### config.mk
export PLATFORM = sky130hd
export DESIGN_NAME = led_display_command_encoder_flat
export DESIGN_NICKNAME = d
export VERILOG_FILES = /design/src/sv/ledenc_pkg.sv /design/src/sv/ledenc_if.sv /design/src/sv/ledenc_front.sv /design/src/sv/ledenc_queue.sv /design/src/sv/ledenc_back.sv /design/src/sv/led_display_command_encoder.sv /design/src/flat_wrapper.sv
export SDC_FILE = /design/constraint.sdc
export NUM_CORES = 1
export LEC_CHECK = 0
export CAP_MARGIN = 30
export CORE_UTILIZATION = 45
export CTS_BUF_LIST = sky130_fd_sc_hd__clkbuf_2 sky130_fd_sc_hd__clkbuf_4 sky130_fd_sc_hd__clkbuf_8
export DETAILED_ROUTE_END_ITERATION = 12
export DONT_BUFFER_PORTS = 1
export RECOVER_POWER = 100
export SLEW_MARGIN = 20
export SYNTH_ARGS = -nofsm -noshare
export SYNTH_HDL_FRONTEND = slang
export SYNTH_HIERARCHICAL = 1
export SYNTH_SLANG_ARGS = --single-unit
### constraint.sdc
create_clock -name i_clk -period 3.4 [get_ports i_clk]
set_input_delay 0.34 -clock i_clk [delete_from_list [all_inputs] [get_ports i_clk]]
set_output_delay 0.34 -clock i_clk [all_outputs]
set_load 0.005 [all_outputs]
### src/sv/ledenc_pkg.sv
// ----------------------------------------------------------------------------
// LED display command encoder package
// Shared types, command constants and the seven-segment character table.
// ----------------------------------------------------------------------------
package ledenc_pkg;

    // Operation codes of a display request.
    typedef enum logic [2:0] {
        FN_DIGIT  = 3'd0,
        FN_CHAR   = 3'd1,
        FN_LED    = 3'd2,
        FN_ALLLED = 3'd3,
        FN_BRIGHT = 3'd4,
        FN_CLEAR  = 3'd5
    } t_func;

    // Kinds of byte sequence the back end produces.
    typedef enum logic [1:0] {
        OP_SINGLE = 2'd0,
        OP_ALL    = 2'd1,
        OP_BRIGHT = 2'd2,
        OP_CLEAR  = 2'd3
    } t_op;

    // Position of the sequencer inside one command/address/data group.
    typedef enum logic [1:0] {
        PH_CMD  = 2'd0,
        PH_ADDR = 2'd1,
        PH_DATA = 2'd2
    } t_phase;

    // Driver chip command bytes.
    localparam logic [7:0] CMD_FIXED   = 8'h44;
    localparam logic [7:0] CMD_AUTOINC = 8'h40;
    localparam logic [7:0] CMD_ADDR    = 8'hC0;
    localparam logic [7:0] CMD_BRIGHT  = 8'h88;
    localparam logic [7:0] CHAR_LO     = 8'h20;

    // Number of LEDs and of zero bytes in a display RAM clear.
    localparam int unsigned NUM_LEDS    = 8;
    localparam int unsigned CLEAR_BYTES = 16;
    localparam int unsigned IDX_W       = $clog2(CLEAR_BYTES);

    // Command queue between front and back end.
    localparam int unsigned QDEPTH = 2;
    localparam int unsigned QAW    = $clog2(QDEPTH);
    localparam int unsigned QCW    = $clog2(QDEPTH + 1);

    // One decoded command held in the queue.
    typedef struct packed {
        t_op        op;
        logic [7:0] addr;
        logic [7:0] data;
        logic [7:0] red;
    } t_cmd;

    // One output byte with its framing marks.
    typedef struct packed {
        logic [7:0] out_byte;
        logic       frame_start;
        logic       frame_end;
        logic       last;
    } t_rsp;

    // Seven-segment patterns for ASCII 0x20 to 0x7F.
    localparam logic [7:0] SEG_ROM [0:95] = '{
        8'h00, 8'h86, 8'h22, 8'h7E, 8'h6D, 8'hD2, 8'h46, 8'h20,
        8'h29, 8'h0B, 8'h21, 8'h70, 8'h10, 8'h40, 8'h80, 8'h52,
        8'h3F, 8'h06, 8'h5B, 8'h4F, 8'h66, 8'h6D, 8'h7D, 8'h07,
        8'h7F, 8'h6F, 8'h09, 8'h0D, 8'h61, 8'h48, 8'h43, 8'hD3,
        8'h5F, 8'h77, 8'h7C, 8'h39, 8'h5E, 8'h79, 8'h71, 8'h3D,
        8'h76, 8'h30, 8'h1E, 8'h75, 8'h38, 8'h15, 8'h37, 8'h3F,
        8'h73, 8'h6B, 8'h33, 8'h6D, 8'h78, 8'h3E, 8'h3E, 8'h2A,
        8'h76, 8'h6E, 8'h5B, 8'h39, 8'h64, 8'h0F, 8'h23, 8'h08,
        8'h02, 8'h5F, 8'h7C, 8'h58, 8'h5E, 8'h7B, 8'h71, 8'h6F,
        8'h74, 8'h10, 8'h0C, 8'h75, 8'h30, 8'h14, 8'h54, 8'h5C,
        8'h73, 8'h67, 8'h50, 8'h6D, 8'h78, 8'h1C, 8'h1C, 8'h14,
        8'h76, 8'h6E, 8'h5B, 8'h46, 8'h30, 8'h70, 8'h01, 8'h00
    };

endpackage

### src/sv/ledenc_if.sv
// ----------------------------------------------------------------------------
// LED display command encoder channels
// Request channel and output byte channel, each with valid/ready.
// ----------------------------------------------------------------------------
interface ledenc_req_if;
    logic       valid;
    logic       ready;
    logic [2:0] func;
    logic [2:0] position;
    logic [7:0] value;
    logic [7:0] red_mask;

    modport source (output valid, output func, output position, output value,
                    output red_mask, input ready);
    modport sink   (input valid, input func, input position, input value,
                    input red_mask, output ready);
endinterface

interface ledenc_byte_if;
    logic       valid;
    logic       ready;
    logic [7:0] out_byte;
    logic       frame_start;
    logic       frame_end;
    logic       last;

    modport source (output valid, output out_byte, output frame_start,
                    output frame_end, output last, input ready);
    modport sink   (input valid, input out_byte, input frame_start,
                    input frame_end, input last, output ready);
endinterface

### src/sv/ledenc_front.sv
// ----------------------------------------------------------------------------
// LED display command encoder front end
// Accepts requests, decodes them into commands and pushes them to the queue.
// ----------------------------------------------------------------------------
module ledenc_front
    import ledenc_pkg::*;
(
    input  logic        i_clk,
    input  logic        i_rst_n,
    ledenc_req_if.sink  i_req,
    input  logic        i_full,
    output logic        o_push,
    output t_cmd        o_cmd
);

    logic       c_known;
    logic [7:0] c_seg;
    logic [7:0] c_digit_addr;
    logic [7:0] c_led_addr;

    // A request transfers whenever the queue has room.
    assign i_req.ready = !i_full;

    // Character lookup; codes outside the table show a blank digit.
    always_comb begin
        if (!i_req.value[7] && (i_req.value >= CHAR_LO)) begin
            c_seg = SEG_ROM[7'(i_req.value - CHAR_LO)];
        end else begin
            c_seg = 8'h00;
        end
    end

    assign c_digit_addr = CMD_ADDR | {4'b0000, i_req.position, 1'b0};
    assign c_led_addr   = CMD_ADDR | {4'b0000, i_req.position, 1'b1};

    // Decode the operation into a command for the back end.
    always_comb begin
        c_known  = 1'b1;
        o_cmd.op   = OP_SINGLE;
        o_cmd.addr = c_digit_addr;
        o_cmd.data = i_req.value;
        o_cmd.red  = i_req.red_mask;
        unique case (i_req.func)
            FN_DIGIT: begin
                o_cmd.op = OP_SINGLE;
            end
            FN_CHAR: begin
                o_cmd.data = c_seg;
            end
            FN_LED: begin
                o_cmd.addr = c_led_addr;
                o_cmd.data = {6'b000000, i_req.value[1:0]};
            end
            FN_ALLLED: begin
                o_cmd.op = OP_ALL;
            end
            FN_BRIGHT: begin
                o_cmd.op = OP_BRIGHT;
            end
            FN_CLEAR: begin
                o_cmd.op = OP_CLEAR;
            end
            default: begin
                c_known = 1'b0;
            end
        endcase
    end

    // Unused operation codes are taken and produce nothing.
    assign o_push = i_req.valid && !i_full && c_known;

    // A request that produces no bytes never reaches the queue.
    assert property (@(posedge i_clk) disable iff (!i_rst_n)
        (i_req.valid && (i_req.func == 3'd6 || i_req.func == 3'd7)) |-> !o_push)
        else $error("unused operation pushed to the queue");

endmodule

### src/sv/ledenc_queue.sv
// ----------------------------------------------------------------------------
// LED display command encoder queue
// Short command queue that decouples the front end from the back end.
// ----------------------------------------------------------------------------
module ledenc_queue
    import ledenc_pkg::*;
(
    input  logic i_clk,
    input  logic i_rst_n,
    input  logic i_push,
    input  t_cmd i_cmd,
    output logic o_full,
    input  logic i_pop,
    output logic o_valid,
    output t_cmd o_cmd
);

    t_cmd             r_mem [QDEPTH];
    logic [QAW-1:0]   r_wr_ptr;
    logic [QAW-1:0]   r_rd_ptr;
    logic [QCW-1:0]   r_count;

    assign o_full  = (r_count == QCW'(QDEPTH));
    assign o_valid = (r_count != '0);
    assign o_cmd   = r_mem[r_rd_ptr];

    // Storage write.
    always_ff @(posedge i_clk) begin
        if (i_push) begin
            r_mem[r_wr_ptr] <= i_cmd;
        end
    end

    // Pointers and fill count.
    always_ff @(posedge i_clk) begin
        if (!i_rst_n) begin
            r_wr_ptr <= '0;
            r_rd_ptr <= '0;
            r_count  <= '0;
        end else begin
            if (i_push) begin
                r_wr_ptr <= (r_wr_ptr == QAW'(QDEPTH - 1)) ? '0 : r_wr_ptr + 1'b1;
            end
            if (i_pop) begin
                r_rd_ptr <= (r_rd_ptr == QAW'(QDEPTH - 1)) ? '0 : r_rd_ptr + 1'b1;
            end
            if (i_push && !i_pop) begin
                r_count <= r_count + 1'b1;
            end else if (!i_push && i_pop) begin
                r_count <= r_count - 1'b1;
            end
        end
    end

    assert property (@(posedge i_clk) disable iff (!i_rst_n) i_push |-> !o_full)
        else $error("push into a full queue");

    assert property (@(posedge i_clk) disable iff (!i_rst_n) i_pop |-> o_valid)
        else $error("pop from an empty queue");

endmodule

### src/sv/ledenc_back.sv
// ----------------------------------------------------------------------------
// LED display command encoder back end
// Steps through queued commands, one framed byte per cycle unless stalled.
// ----------------------------------------------------------------------------
module ledenc_back
    import ledenc_pkg::*;
(
    input  logic          i_clk,
    input  logic          i_rst_n,
    input  logic          i_valid,
    input  t_cmd          i_cmd,
    output logic          o_pop,
    ledenc_byte_if.source o_rsp
);

    t_phase           r_phase;
    t_phase           n_phase;
    logic [IDX_W-1:0] r_idx;
    logic [IDX_W-1:0] n_idx;
    logic             r_out_valid;
    t_rsp             r_out;
    t_rsp             c_rsp;
    logic             c_fire;

    // A byte is produced when a command waits and the output stage is free.
    assign c_fire = i_valid && (!r_out_valid || o_rsp.ready);
    assign o_pop  = c_fire && c_rsp.last;

    // Byte and framing for the current step.
    always_comb begin
        c_rsp = '0;
        unique case (r_phase)
            PH_CMD: begin
                c_rsp.frame_start = 1'b1;
                c_rsp.frame_end   = 1'b1;
                case (i_cmd.op)
                    OP_CLEAR:  c_rsp.out_byte = CMD_AUTOINC;
                    OP_BRIGHT: begin
                        c_rsp.out_byte = CMD_BRIGHT | {5'b00000, i_cmd.data[2:0]};
                        c_rsp.last     = 1'b1;
                    end
                    default:   c_rsp.out_byte = CMD_FIXED;
                endcase
            end
            PH_ADDR: begin
                c_rsp.frame_start = 1'b1;
                case (i_cmd.op)
                    OP_CLEAR: c_rsp.out_byte = CMD_ADDR;
                    OP_ALL:   c_rsp.out_byte = CMD_ADDR | {4'b0000, r_idx[2:0], 1'b1};
                    default:  c_rsp.out_byte = i_cmd.addr;
                endcase
            end
            PH_DATA: begin
                case (i_cmd.op)
                    OP_CLEAR: begin
                        c_rsp.frame_end = (r_idx == IDX_W'(CLEAR_BYTES - 1));
                        c_rsp.last      = (r_idx == IDX_W'(CLEAR_BYTES - 1));
                    end
                    OP_ALL: begin
                        c_rsp.out_byte  = {6'b000000, i_cmd.red[r_idx[2:0]],
                                           i_cmd.data[r_idx[2:0]]};
                        c_rsp.frame_end = 1'b1;
                        c_rsp.last      = (r_idx == IDX_W'(NUM_LEDS - 1));
                    end
                    default: begin
                        c_rsp.out_byte  = i_cmd.data;
                        c_rsp.frame_end = 1'b1;
                        c_rsp.last      = 1'b1;
                    end
                endcase
            end
            default: begin
                c_rsp = '0;
            end
        endcase
    end

    // Next phase and index of the sequencer.
    always_comb begin
        n_phase = r_phase;
        n_idx   = r_idx;
        if (c_fire) begin
            if (c_rsp.last) begin
                n_phase = PH_CMD;
                n_idx   = '0;
            end else begin
                unique case (r_phase)
                    PH_CMD:  n_phase = PH_ADDR;
                    PH_ADDR: n_phase = PH_DATA;
                    PH_DATA: begin
                        n_idx   = r_idx + 1'b1;
                        n_phase = (i_cmd.op == OP_CLEAR) ? PH_DATA : PH_CMD;
                    end
                    default: n_phase = PH_CMD;
                endcase
            end
        end
    end

    // Sequencer state.
    always_ff @(posedge i_clk) begin
        if (!i_rst_n) begin
            r_phase <= PH_CMD;
            r_idx   <= '0;
        end else begin
            r_phase <= n_phase;
            r_idx   <= n_idx;
        end
    end

    // Output register.
    always_ff @(posedge i_clk) begin
        if (!i_rst_n) begin
            r_out_valid <= 1'b0;
        end else if (c_fire) begin
            r_out_valid <= 1'b1;
        end else if (o_rsp.ready) begin
            r_out_valid <= 1'b0;
        end
    end

    always_ff @(posedge i_clk) begin
        if (c_fire) begin
            r_out <= c_rsp;
        end
    end

    assign o_rsp.valid       = r_out_valid;
    assign o_rsp.out_byte    = r_out.out_byte;
    assign o_rsp.frame_start = r_out.frame_start;
    assign o_rsp.frame_end   = r_out.frame_end;
    assign o_rsp.last        = r_out.last;

    // Every request ends on a byte that closes its frame.
    assert property (@(posedge i_clk) disable iff (!i_rst_n)
        (o_rsp.valid && o_rsp.last) |-> o_rsp.frame_end)
        else $error("final byte does not close its frame");

    // An address byte opens a frame that stays open for the data.
    assert property (@(posedge i_clk) disable iff (!i_rst_n)
        (c_fire && r_phase == PH_ADDR) |=> (r_out.frame_start && !r_out.frame_end))
        else $error("address byte framed wrongly");

    // After the final byte the sequencer is back at the start.
    assert property (@(posedge i_clk) disable iff (!i_rst_n)
        o_pop |=> (r_phase == PH_CMD && r_idx == '0))
        else $error("sequencer not rewound after a command");

endmodule

### src/sv/led_display_command_encoder.sv
// ----------------------------------------------------------------------------
// LED display command encoder
// Turns display requests into framed byte streams for a serial LED driver.
// ----------------------------------------------------------------------------
// Usage:
//   i_req carries one display request per transfer (func, position, value,
//   red_mask). o_rsp carries one byte per transfer with frame_start
//   (strobe falls before the byte), frame_end (strobe rises after it) and
//   last (final byte of the request).
//   A request produces 1 (brightness), 3 (digit, character, LED),
//   18 (clear RAM) or 24 (all LEDs) bytes; unused codes produce none.
//   The back end emits one byte per cycle while a command waits and the
//   receiver keeps o_rsp.ready high; a request has 24 bytes at most.
//   A request's first byte passes the queue and the output register.
//   A two-entry command queue lets new requests transfer while earlier
//   ones are still being emitted; i_req.ready drops only when it is full.
//   When the receiver holds o_rsp.ready low, the current byte stays in the
//   output register and the sequencer waits.
//   Reset empties the queue and the output register.
// ----------------------------------------------------------------------------
module led_display_command_encoder
    import ledenc_pkg::*;
(
    input  logic          i_clk,
    input  logic          i_rst_n,
    ledenc_req_if.sink    i_req,
    ledenc_byte_if.source o_rsp
);

    logic q_full;
    logic q_push;
    t_cmd q_in;
    logic q_valid;
    t_cmd q_out;
    logic q_pop;

    // Request decode.
    ledenc_front u_front (
        .i_clk   (i_clk),
        .i_rst_n (i_rst_n),
        .i_req   (i_req),
        .i_full  (q_full),
        .o_push  (q_push),
        .o_cmd   (q_in)
    );

    // Command queue.
    ledenc_queue u_queue (
        .i_clk   (i_clk),
        .i_rst_n (i_rst_n),
        .i_push  (q_push),
        .i_cmd   (q_in),
        .o_full  (q_full),
        .i_pop   (q_pop),
        .o_valid (q_valid),
        .o_cmd   (q_out)
    );

    // Byte sequencer.
    ledenc_back u_back (
        .i_clk   (i_clk),
        .i_rst_n (i_rst_n),
        .i_valid (q_valid),
        .i_cmd   (q_out),
        .o_pop   (q_pop),
        .o_rsp   (o_rsp)
    );

endmodule

### src/flat_wrapper.sv
// flat-port wrapper written by rule: the top's interface ports become plain ports
module led_display_command_encoder_flat import ledenc_pkg::*;
  (i_clk, i_rst_n, i_req_valid, i_req_func, i_req_position, i_req_value, i_req_red_mask, i_req_ready, o_rsp_valid, o_rsp_out_byte, o_rsp_frame_start, o_rsp_frame_end, o_rsp_last, o_rsp_ready);
  ledenc_req_if i_req_i ();
  ledenc_byte_if o_rsp_i ();
  input  logic i_clk;
  input  logic i_rst_n;
  input wire logic [$bits(i_req_i.valid)-1:0] i_req_valid;
  input wire logic [$bits(i_req_i.func)-1:0] i_req_func;
  input wire logic [$bits(i_req_i.position)-1:0] i_req_position;
  input wire logic [$bits(i_req_i.value)-1:0] i_req_value;
  input wire logic [$bits(i_req_i.red_mask)-1:0] i_req_red_mask;
  output wire logic [$bits(i_req_i.ready)-1:0] i_req_ready;
  output wire logic [$bits(o_rsp_i.valid)-1:0] o_rsp_valid;
  output wire logic [$bits(o_rsp_i.out_byte)-1:0] o_rsp_out_byte;
  output wire logic [$bits(o_rsp_i.frame_start)-1:0] o_rsp_frame_start;
  output wire logic [$bits(o_rsp_i.frame_end)-1:0] o_rsp_frame_end;
  output wire logic [$bits(o_rsp_i.last)-1:0] o_rsp_last;
  input wire logic [$bits(o_rsp_i.ready)-1:0] o_rsp_ready;
  assign i_req_i.valid = i_req_valid;
  assign i_req_i.func = i_req_func;
  assign i_req_i.position = i_req_position;
  assign i_req_i.value = i_req_value;
  assign i_req_i.red_mask = i_req_red_mask;
  assign i_req_ready = i_req_i.ready;
  assign o_rsp_valid = o_rsp_i.valid;
  assign o_rsp_out_byte = o_rsp_i.out_byte;
  assign o_rsp_frame_start = o_rsp_i.frame_start;
  assign o_rsp_frame_end = o_rsp_i.frame_end;
  assign o_rsp_last = o_rsp_i.last;
  assign o_rsp_i.ready = o_rsp_ready;
  led_display_command_encoder u_core (.i_clk(i_clk), .i_rst_n(i_rst_n), .i_req(i_req_i), .o_rsp(o_rsp_i));
endmodule
==> reports/metrics.csv <==
metric,value,unit
place_hpwl,6890,µm
ff2ff_path_depth,8,
busiest_layer,met2,
synthFlopType,edfxtp_1,
p_comb_frac,0.287,
grt_util_met3,0.0274,
whs_path_depth,0,
setup_tns,0,ns
relSlewSlack,-0.00612,
routedWlPerCell,17.5,µm
antenna_left,0,
mostFrequentLayoutCells,"edfxtp_1, nand2_1, mux2_2, o21ai_0, nor2_1",
antenna_found_initial,0,
grt_use_met2,0.301,
rows,37,
die_h,105,µm
htree_levels,3,
ys_seq_area_frac,0.448,
grtUsageMet1,0.246,
violations,"max-capacitance violations, max-slew violations",
path_max_fanout,14,
critPathArrivalTime,3.08,ns
rsz0062_at_grt,false,
synth_top_cell_by_area,edfxtp_1,
synth-simple-area-share,0.143,
cp-start-kind,flip-flop,
synth_cell_types,66,
postCtsSetupRepairBufs,0,
num_antenna_cells,0,
synth-compound-area-share,0.169,
end_kind,flip-flop,
routabilityCongestion,0.912,
async_reset_ff_frac,0,
synth.avg_cell_area,10.7,µm²
swShare,0.304,
finalWirelength,9790,µm
fin_util,0.478,
grt_pass1_wl,16400,µm
maxSlewViolCount,55,
fin_cells,559,
p_int,1.99,mW
worstMarginPinSlew,1.51,ns
regToRegSetupSlack,0.58,ns
port_buffers,0,
status,finished with violations,
grt_use_total,0.188,
final_layout_size_suffix_gt1_frac,0.142,
drt_iter0_drc,264,
drc,0,
cp.required,3.67,ns
globalRouteOverflowTotal,0,
hold-path-endpoint,u_core/u_queue/r_mem[0][4],
cts_tree,yes,
synth_seq_cells,75,
synthXorXnorAreaFrac,0.00736,
vias_per_cell,5.93,
setup_viol,0,
grt_pass1_vias,3257,
post-route-period-util,0.828,
cts.clk_slew.worst_paths,0.08,ns
die-area,11000,µm²
synthAdderAreaFrac,0.0394,
initial_core_util,0.463,
synth-edff-count,63,
cts-root-buf,clkbuf_8,
final_common_cell,edfxtp_1,
ctsResizeCount,0,
cts_max_path_buffers,2,
clkPwrFrac,0.251,
skew,0.0112,ns
min_from,i_req_red_mask[4],
ios,39,
stdcell_area,4910,µm²
post-synth-top-area-fraction,0.397,
r2r-start,u_core/u_back/r_phase[1],
core,10300,µm²
min_path_type,input port to flip-flop,
leakage,1.67,nW
nets,459,
r2r-end,u_core/u_queue/r_count[1],
hold_violations,0,
netlist_top_cells_area,"edfxtp_1, mux2_2, dfxtp_1",
netlist_area,4760,µm²
cts_buffers,9,
hold_buffers,0,
power,2.86,mW
crit_type,flip-flop to flip-flop,
p_seq_frac,0.462,
synth_top_family_by_area,compound AO/OA/AOI/OAI gates,
post_dp_cell_area,4720,µm²
syn_inst,443,
firstDrtPassIters,5,
grt_max_degree,47,
placedCellCount,543,
switching_power,0.870,mW
synthMuxAreaShare,0.123,
fmax,355,MHz
peakVddDrop,0.000268,V
syn_to_final_growth,3.10,%
worstSkewPairLatency,0.34,ns
min_period,2.82,ns
maxCapViolCount,2,
vias,3316,
synth_warnings,6,
cts_sinks,75,
powerDensity,582,nW/µm²
die_x,105,µm
## sequential cells by signal, summed over array words and instances, names as in the netlist, named ones only
register                         count
u_core/u_back/r_idx                  4
u_core/u_back/o_rsp.frame_end        1
u_core/u_back/r_phase                2
u_core/u_back/o_rsp.last             1
u_core/u_queue/r_count               2
u_core/u_back/o_rsp.valid            1
u_core/u_back/o_rsp.frame_start      1
u_core/u_back/o_rsp.out_byte         8
u_core/u_queue/r_wr_ptr              1
u_core/u_queue/r_mem                52
u_core/u_queue/r_rd_ptr              1
## cell families (layout without fill, tap and decap cells)
group | count (synthesis) | after routing
xor gates and xnor gates | 4 | 4
DFF | 75 | 75
AOI/OAI and AO/OA | 114 | 114
adders and majority gates | 15 | 15
muxes | 45 | 45
and+or+nand+nor | 128 | 128
other | 2 | 4
buffers and inverters | 60 | 38
## synthesized netlist by cell type, types with 2 or more instances
cell,n
edfxtp_1,63
nand2_1,30
mux2_2,29
nor2_1,25
o21ai_0,22
a21oi_1,19
nor2b_1,18
nand2b_1,17
buf_2,16
buf_4,16
ha_1,15
inv_1,13
dfxtp_1,12
nand3_1,10
mux2i_1,8
mux4_2,8
o31ai_1,7
a31oi_1,6
a32o_1,6
and2_1,6
o21a_1,6
a211oi_1,5
clkbuf_1,5
o211ai_1,5
o21ai_1,5
a21o_1,4
buf_1,4
nor3_1,4
o22ai_1,4
buf_6,3
nand3b_1,3
o311ai_0,3
xor2_1,3
a2111oi_0,2
a21boi_1,2
a221oi_1,2
a22oi_1,2
a311oi_1,2
and3_1,2
clkinv_1,2
conb_1,2
o211a_1,2
or3_1,2
## worst max-delay path by stage
stage	end	slack (ns)	startpoint	cells after the start
detailed placement	u_core/u_queue/r_count[1]	0.81	flip-flop	8
CTS	u_core/u_queue/r_count[1]	0.79	flip-flop	8
global route	u_core/u_queue/r_count[1]	0.35	u_core/u_back/r_phase[1]	8
global placement	u_core/u_queue/r_count[1]	0.87	flip-flop	8
finish	u_core/u_queue/r_count[1]	0.58	u_core/u_back/r_phase[1]	8
floorplan	u_core/u_queue/r_count[1]	0.68	flip-flop	10
## through the flow
step                      setup WS (ns)  hold slack, ns
after global routing              0.347          0.0713
after global placement            0.866           0.439
after detailed placement          0.812           0.439
after floorplan                   0.679           0.458
final                             0.584          0.0948
after CTS                         0.792          0.0785
## critical path: stages (launching register included)
cell and delay [ns]:
dfxtp_1 0.31, clkbuf_1 0.46, inv_1 0.25, a2111oi_4 0.49, nor2b_1 0.33, inv_1 0.08, ha_1 0.31, or3_1 0.35
a21boi_1 0.15
## cell type report
type | count | area, µm²
multi-input cells | 310 | 2300
fillers | 941 | 5370
well taps | 136 | 170
clock buffers | 9 | 124
inverters | 16 | 60.1
repair buffers | 6 | 30.0
clock inverters | 7 | 92.6
flip-flops and latches | 75 | 2130
## metal layers
| layer | vias to the layer above | routed length, µm |
|---|---|---|
| met4 | 0 | 291 |
| li1 | 1569 | - |
| met2 | 141 | 4660 |
| met5 | - | 0 |
| met1 | 1580 | 4230 |
| met3 | 26 | 599 |
## power by group through the flow
stage                     Sequential [mW]  Clock, mW  Combinational, mW
after detailed placement             1.34          0              0.838
after CTS                            1.32      0.740              0.842
final                                1.32      0.716              0.822
after global placement               1.33          0              0.837
after global routing                 1.34      0.773              0.905
after floorplan                      1.29          0              0.747
Note: power is estimated with default switching activity, not from simulation.
